$ cat src/sv/tterm_pkg.sv
`default_nettype none

package tterm_pkg;

	// Character codes the parser reacts to.
	localparam logic [7:0] CH_ESC      = 8'h1B;
	localparam logic [7:0] CH_LBRACKET = 8'h5B;
	localparam logic [7:0] CH_SGR      = 8'h6D;
	localparam logic [7:0] CH_CLEAR    = 8'h4A;
	localparam logic [7:0] CH_SPACE    = 8'h20;
	localparam logic [7:0] CH_NL       = 8'h0A;
	localparam logic [7:0] CH_TAB      = 8'h09;
	localparam logic [7:0] CH_SEMI     = 8'h3B;
	localparam logic [7:0] CH_DIGIT0   = 8'h30;
	localparam logic [7:0] CH_DIGIT9   = 8'h39;

	// SGR parameter values and attribute bytes.
	localparam logic [6:0] SGR_RESET    = 7'd0;
	localparam logic [6:0] SGR_FG_FIRST = 7'd30;
	localparam logic [6:0] SGR_FG_LAST  = 7'd37;
	localparam logic [6:0] PARAM_MAX    = 7'd99;
	localparam logic [7:0] ATTR_RESET   = 8'd15;
	localparam logic [7:0] ATTR_GREY    = 8'd7;

	typedef enum logic [1:0] {
		MODE_NORMAL = 2'd0,
		MODE_ESC    = 2'd1,
		MODE_CSI    = 2'd2
	} esc_mode_t;

	typedef enum logic [2:0] {
		ST_IDLE,
		ST_DECODE,
		ST_SCROLL,
		ST_CLEAR,
		ST_PUT,
		ST_RESULT
	} ctrl_state_t;

	typedef struct packed {
		logic load;
		logic read;
		logic parse;
		logic put;
		logic sweep_start;
		logic scroll_step;
		logic clear_step;
		logic out_load;
	} dp_cmd_t;

	typedef struct packed {
		logic is_read;
		logic is_special;
		logic is_clear;
		logic at_end;
		logic sweep_last;
	} dp_status_t;

	// Standard VGA palette order for SGR foreground codes 30 through 37.
	function automatic logic [7:0] sgr_color(input logic [2:0] idx);
		logic [7:0] c;
		case (idx)
			3'd0:    c = 8'd0;
			3'd1:    c = 8'd4;
			3'd2:    c = 8'd2;
			3'd3:    c = 8'd6;
			3'd4:    c = 8'd1;
			3'd5:    c = 8'd5;
			3'd6:    c = 8'd3;
			default: c = 8'd15;
		endcase
		return c;
	endfunction

endpackage

`default_nettype wire

$ cat src/sv/tterm_ctrl.sv
`default_nettype none

module tterm_ctrl (
	input  wire logic                  clk,
	input  wire logic                  arst_n,
	input  wire logic                  in_valid,
	input  wire logic                  out_stall,
	input  wire tterm_pkg::dp_status_t sts,
	output logic                       in_stall,
	output logic                       out_valid,
	output tterm_pkg::dp_cmd_t         cmd
);

	tterm_pkg::ctrl_state_t state_q, state_nx;
	logic out_valid_q;
	logic out_free;

	assign out_free  = !out_valid_q || !out_stall;
	assign out_valid = out_valid_q;

	always_ff @(posedge clk or negedge arst_n) begin
		if (!arst_n) begin
			state_q     <= tterm_pkg::ST_IDLE;
			out_valid_q <= 1'b0;
		end else begin
			state_q <= state_nx;
			if (cmd.out_load) begin
				out_valid_q <= 1'b1;
			end else if (!out_stall) begin
				out_valid_q <= 1'b0;
			end
		end
	end

	always_comb begin
		state_nx = state_q;
		cmd      = '0;
		in_stall = 1'b1;
		case (state_q)
			tterm_pkg::ST_IDLE: begin
				in_stall = 1'b0;
				if (in_valid) begin
					cmd.load = 1'b1;
					state_nx = tterm_pkg::ST_DECODE;
				end
			end
			tterm_pkg::ST_DECODE: begin
				if (sts.is_read) begin
					cmd.read = 1'b1;
					state_nx = tterm_pkg::ST_RESULT;
				end else if (sts.is_clear) begin
					cmd.parse       = 1'b1;
					cmd.sweep_start = 1'b1;
					state_nx        = tterm_pkg::ST_CLEAR;
				end else if (sts.is_special) begin
					cmd.parse = 1'b1;
					state_nx  = tterm_pkg::ST_RESULT;
				end else if (sts.at_end) begin
					cmd.sweep_start = 1'b1;
					state_nx        = tterm_pkg::ST_SCROLL;
				end else begin
					cmd.put  = 1'b1;
					state_nx = tterm_pkg::ST_RESULT;
				end
			end
			tterm_pkg::ST_SCROLL: begin
				cmd.scroll_step = 1'b1;
				if (sts.sweep_last) begin
					state_nx = tterm_pkg::ST_PUT;
				end
			end
			tterm_pkg::ST_CLEAR: begin
				cmd.clear_step = 1'b1;
				if (sts.sweep_last) begin
					state_nx = tterm_pkg::ST_RESULT;
				end
			end
			tterm_pkg::ST_PUT: begin
				cmd.put  = 1'b1;
				state_nx = tterm_pkg::ST_RESULT;
			end
			tterm_pkg::ST_RESULT: begin
				if (out_free) begin
					cmd.out_load = 1'b1;
					in_stall     = 1'b0;
					if (in_valid) begin
						cmd.load = 1'b1;
						state_nx = tterm_pkg::ST_DECODE;
					end else begin
						state_nx = tterm_pkg::ST_IDLE;
					end
				end
			end
			default: begin
				state_nx = tterm_pkg::ST_IDLE;
			end
		endcase
	end

endmodule

`default_nettype wire

$ cat config.mk
export PLATFORM = sky130hd
export DESIGN_NAME = tterm_ctrl
export DESIGN_NICKNAME = d
export VERILOG_FILES = /design/src/sv/tterm_pkg.sv /design/src/sv/tterm_ctrl.sv
export SDC_FILE = /design/constraint.sdc
export NUM_CORES = 1
export LEC_CHECK = 0
export ABC_AREA = 1
export BUFFER_PORTS_ARGS = -buffer_cell sky130_fd_sc_hd__buf_4
export CAP_MARGIN = 25
export CORE_AREA = 2 2 39 41
export DETAILED_ROUTE_END_ITERATION = 12
export DIE_AREA = 0 0 41 43
export SLEW_MARGIN = 10
export SYNTH_ARGS = -nofsm -noshare
export SYNTH_HDL_FRONTEND = slang
export SYNTH_SLANG_ARGS = --single-unit
$ cat constraint.sdc
create_clock -name clk -period 2.2 [get_ports clk]
set_input_delay 0.22 -clock clk [delete_from_list [all_inputs] [get_ports clk]]
set_output_delay 0.22 -clock clk [all_outputs]
set_load 0.01 [all_outputs]
==> impl_metrics.json <==
{
  "ys_warn_count": 0,
  "grt_pass1_wl_um": 1210,
  "grt_overflow": 0,
  "synth_cell_types": 14,
  "yosys.area.top_type_share": 0.278,
  "drt-vias-per-instance": 4.16,
  "crit_path_end": "cmd[4]",
  "hpwlAfterDp_um": 673,
  "cts_resized": 0,
  "total_power_mw": 0.671,
  "fin_setup_tns_ns": 0,
  "first_global_vias": 340,
  "synthMostInstantiatedCell": "nand2_1",
  "numCtsBuffers": 3,
  "worstPathCellList": "nor3_2 > nand2_1 > o21ai_1 > buf_4",
  "pre_cts_ws_ns": 0.883,
  "reg2reg_depth": 6,
  "nets": 93,
  "start_util": 0.260,
  "cts-root-buf": "clkbuf_4",
  "power_leakage_nw": 0.331,
  "fp.dieW_um": 41,
  "clockBufferDepth": 2,
  "critPathRequiredTime_ns": 1.98,
  "die_h_um": 43,
  "r2r_slack_ns": 1.05,
  "finalSetupViolations": 0,
  "clock_latency_ns": 0.22,
  "grtUsageTotal": 0.102,
  "grt_start_max_net_pins": 8,
  "coreArea_um2": 1380,
  "worstReg2RegEnd": "state_q[0]",
  "nFillCells": 160,
  "end_kind": "output port",
  "area_growth_pct": 52.1,
  "synth.area.top_cells": "dfrtp_1, nand2_1, nand3_1",
  "finClkSkew_ns": 0.000140,
  "worst_slew_pin_slew_ns": 0.264,
  "slew_viol_final": 0,
  "reg2reg_from": "state_q[1]",
  "cp_top_family": "flip-flops",
  "synth-edff-count": 0,
  "antenna_found_initial": 0,
  "drive_above_1_share": 0.439,
  "crit_type": "reg -> out",
  "ant_nets": 0,
  "utilization": 0.396,
  "rows": 14,
  "drcViolationCount": 0,
  "hold_viol": 0,
  "rsz0062_at_grt": "no",
  "syn_area_per_cell_um2": 6.01,
  "cp-start-kind": "flop",
  "synthFlopType": "dfrtp_1",
  "syn_nets": 69,
  "slew_headroom": 0.822,
  "die_area_um2": 1760,
  "peakVddDrop_v": 0.000435,
  "ys_ff_latch": 4,
  "totalWireLength_um": 781,
  "synth_top_area_cell": "dfrtp_1",
  "boundaryPins": 19,
  "synth-seq-area-share": 0.278,
  "cp_slowest_cell": "dfrtp_1",
  "wl_per_cell_um": 7.97,
  "drt-pass1-iter-count": 4,
  "synthTopCellsByCount": "nand2_1, inv_1, nand3_1",
  "portBuffers": 18,
  "cellPowerDensity_nw_per_um2": 1230,
  "drt_iter0_markers": 8,
  "vias": 408,
  "cts_num_sinks": 4,
  "syn_area_um2": 360,
  "cts_tree": "yes",
  "worstPathMaxFanout": 7,
  "status": "finished clean",
  "async_flop_share": 1.00,
  "cp.depth": 4,
  "netlist_instances": 60,
  "path_buf_inv": 1,
  "hp-class": "in -> reg",
  "gp_congestion": 0.746,
  "arrival_ns": 1.33,
  "min_period_over_period": 0.706,
  "htree_levels": 1,
  "clkTransAtPathRegs_ns": 0.03,
  "worstSetupStartpoint": "state_q[1]",
  "diodes": 0,
  "max_cap_violations": 0,
  "finalWorstSetupSlack_ns": 0.647,
  "min_period_ns": 1.55,
  "fmax_mhz": 644,
  "cpPeakStageDelay_ns": 0.46
}
[worst register-to-register path: stages, from the launching register on]
cell	delay, ns
dfrtp_1	0.46
nor2_2	0.25
nand3_1	0.10
nand2_1	0.08
nor2_2	0.04
nand2_1	0.06
nand2_1	0.05
[layout by cell type (no fill, tap or decap)]
cell           Yosys  layout
nand2_1           18      18
buf_4              0      18
inv_1              9       9
nand3_1            7       7
inv_2              5       5
nor2_2             5       5
dfrtp_1            4       4
nor2_1             3       3
clkbuf_4           0       3
nand2_2            2       2
o21ai_1            2       2
nand3_2            1       1
a21oi_2            1       1
nor3_2             1       1
nor4_1             1       1
a21oi_1            1       1
dlygate4sd3_1      0       1
[cells by family after synthesis]
| family | after synthesis | synth area share |
|---|---|---|
| AND/OR/NAND/NOR | 38 | 0.510 |
| flip-flops | 4 | 0.278 |
| buffers and inverters | 14 | 0.146 |
| AO/OA/AOI/OAI | 4 | 0.0660 |
[per-layer routing]
metal  GRT usage  part of all wire  wire, µm
met1       0.127              0.44       342
met2       0.147              0.51       397
met3      0.0157             0.052        41
met4      0.0800                 0         0
met5           0                 0         0
[worst min path at each step]
stage / from / to / slack, ns / cells past startpoint
after floorplan: arst_n / out_valid / -0.08 / 0
after global placement: arst_n / out_valid / 0.02 / 1
after detailed placement: arst_n / out_valid / 0.02 / 1
after CTS: out_stall / out_valid / 0.28 / 3
after global routing: arst_n / state_q[0] / 0.32 / 2
final: out_stall / out_valid / 0.28 / 3
[flip-flops by register name, summed over array words and instances (netlist names)]
| signal | cells |
|---|---|
| state_q | 3 |
| out_valid | 1 |
[report_power, final]
group / internal (mW) / total (mW) / leakage [nW] / switching [mW]
Sequential: 0.109 / 0.163 / 0.0495 / 0.0539
Combinational: 0.188 / 0.424 / 0.268 / 0.236
Clock: 0.0606 / 0.0850 / 0.0138 / 0.0244
Total: 0.357 / 0.671 / 0.331 / 0.314
[final cells by class]
| class | count | area (µm²) | area share |
|---|---|---|---|
| inverters | 14 | 52.6 | 0.0959 |
| multi-input cells | 42 | 208 | 0.379 |
| clock buffers | 3 | 22.5 | 0.0411 |
| repair buffers | 19 | 145 | 0.265 |
| well taps | 16 | 20.0 | 0.0365 |
| flip-flops and latches | 4 | 100 | 0.183 |
[metrics by stage]
stage | cell area, µm² | instances | hold slack [ns]
after CTS | 548 | 98 | 0.276
after floorplan | 360 | 60 | -0.0756
final | 548 | 98 | 0.278
after global routing | 548 | 98 | 0.318
after detailed placement | 515 | 94 | 0.0183
after global placement | 515 | 94 | 0.0182
[repair_timing]
action	4_1_cts	5_1_grt
hold buffers	1	0
setup buffers	0	0
hold endpoints to repair	4	0
(Power assumes the default switching activity.)
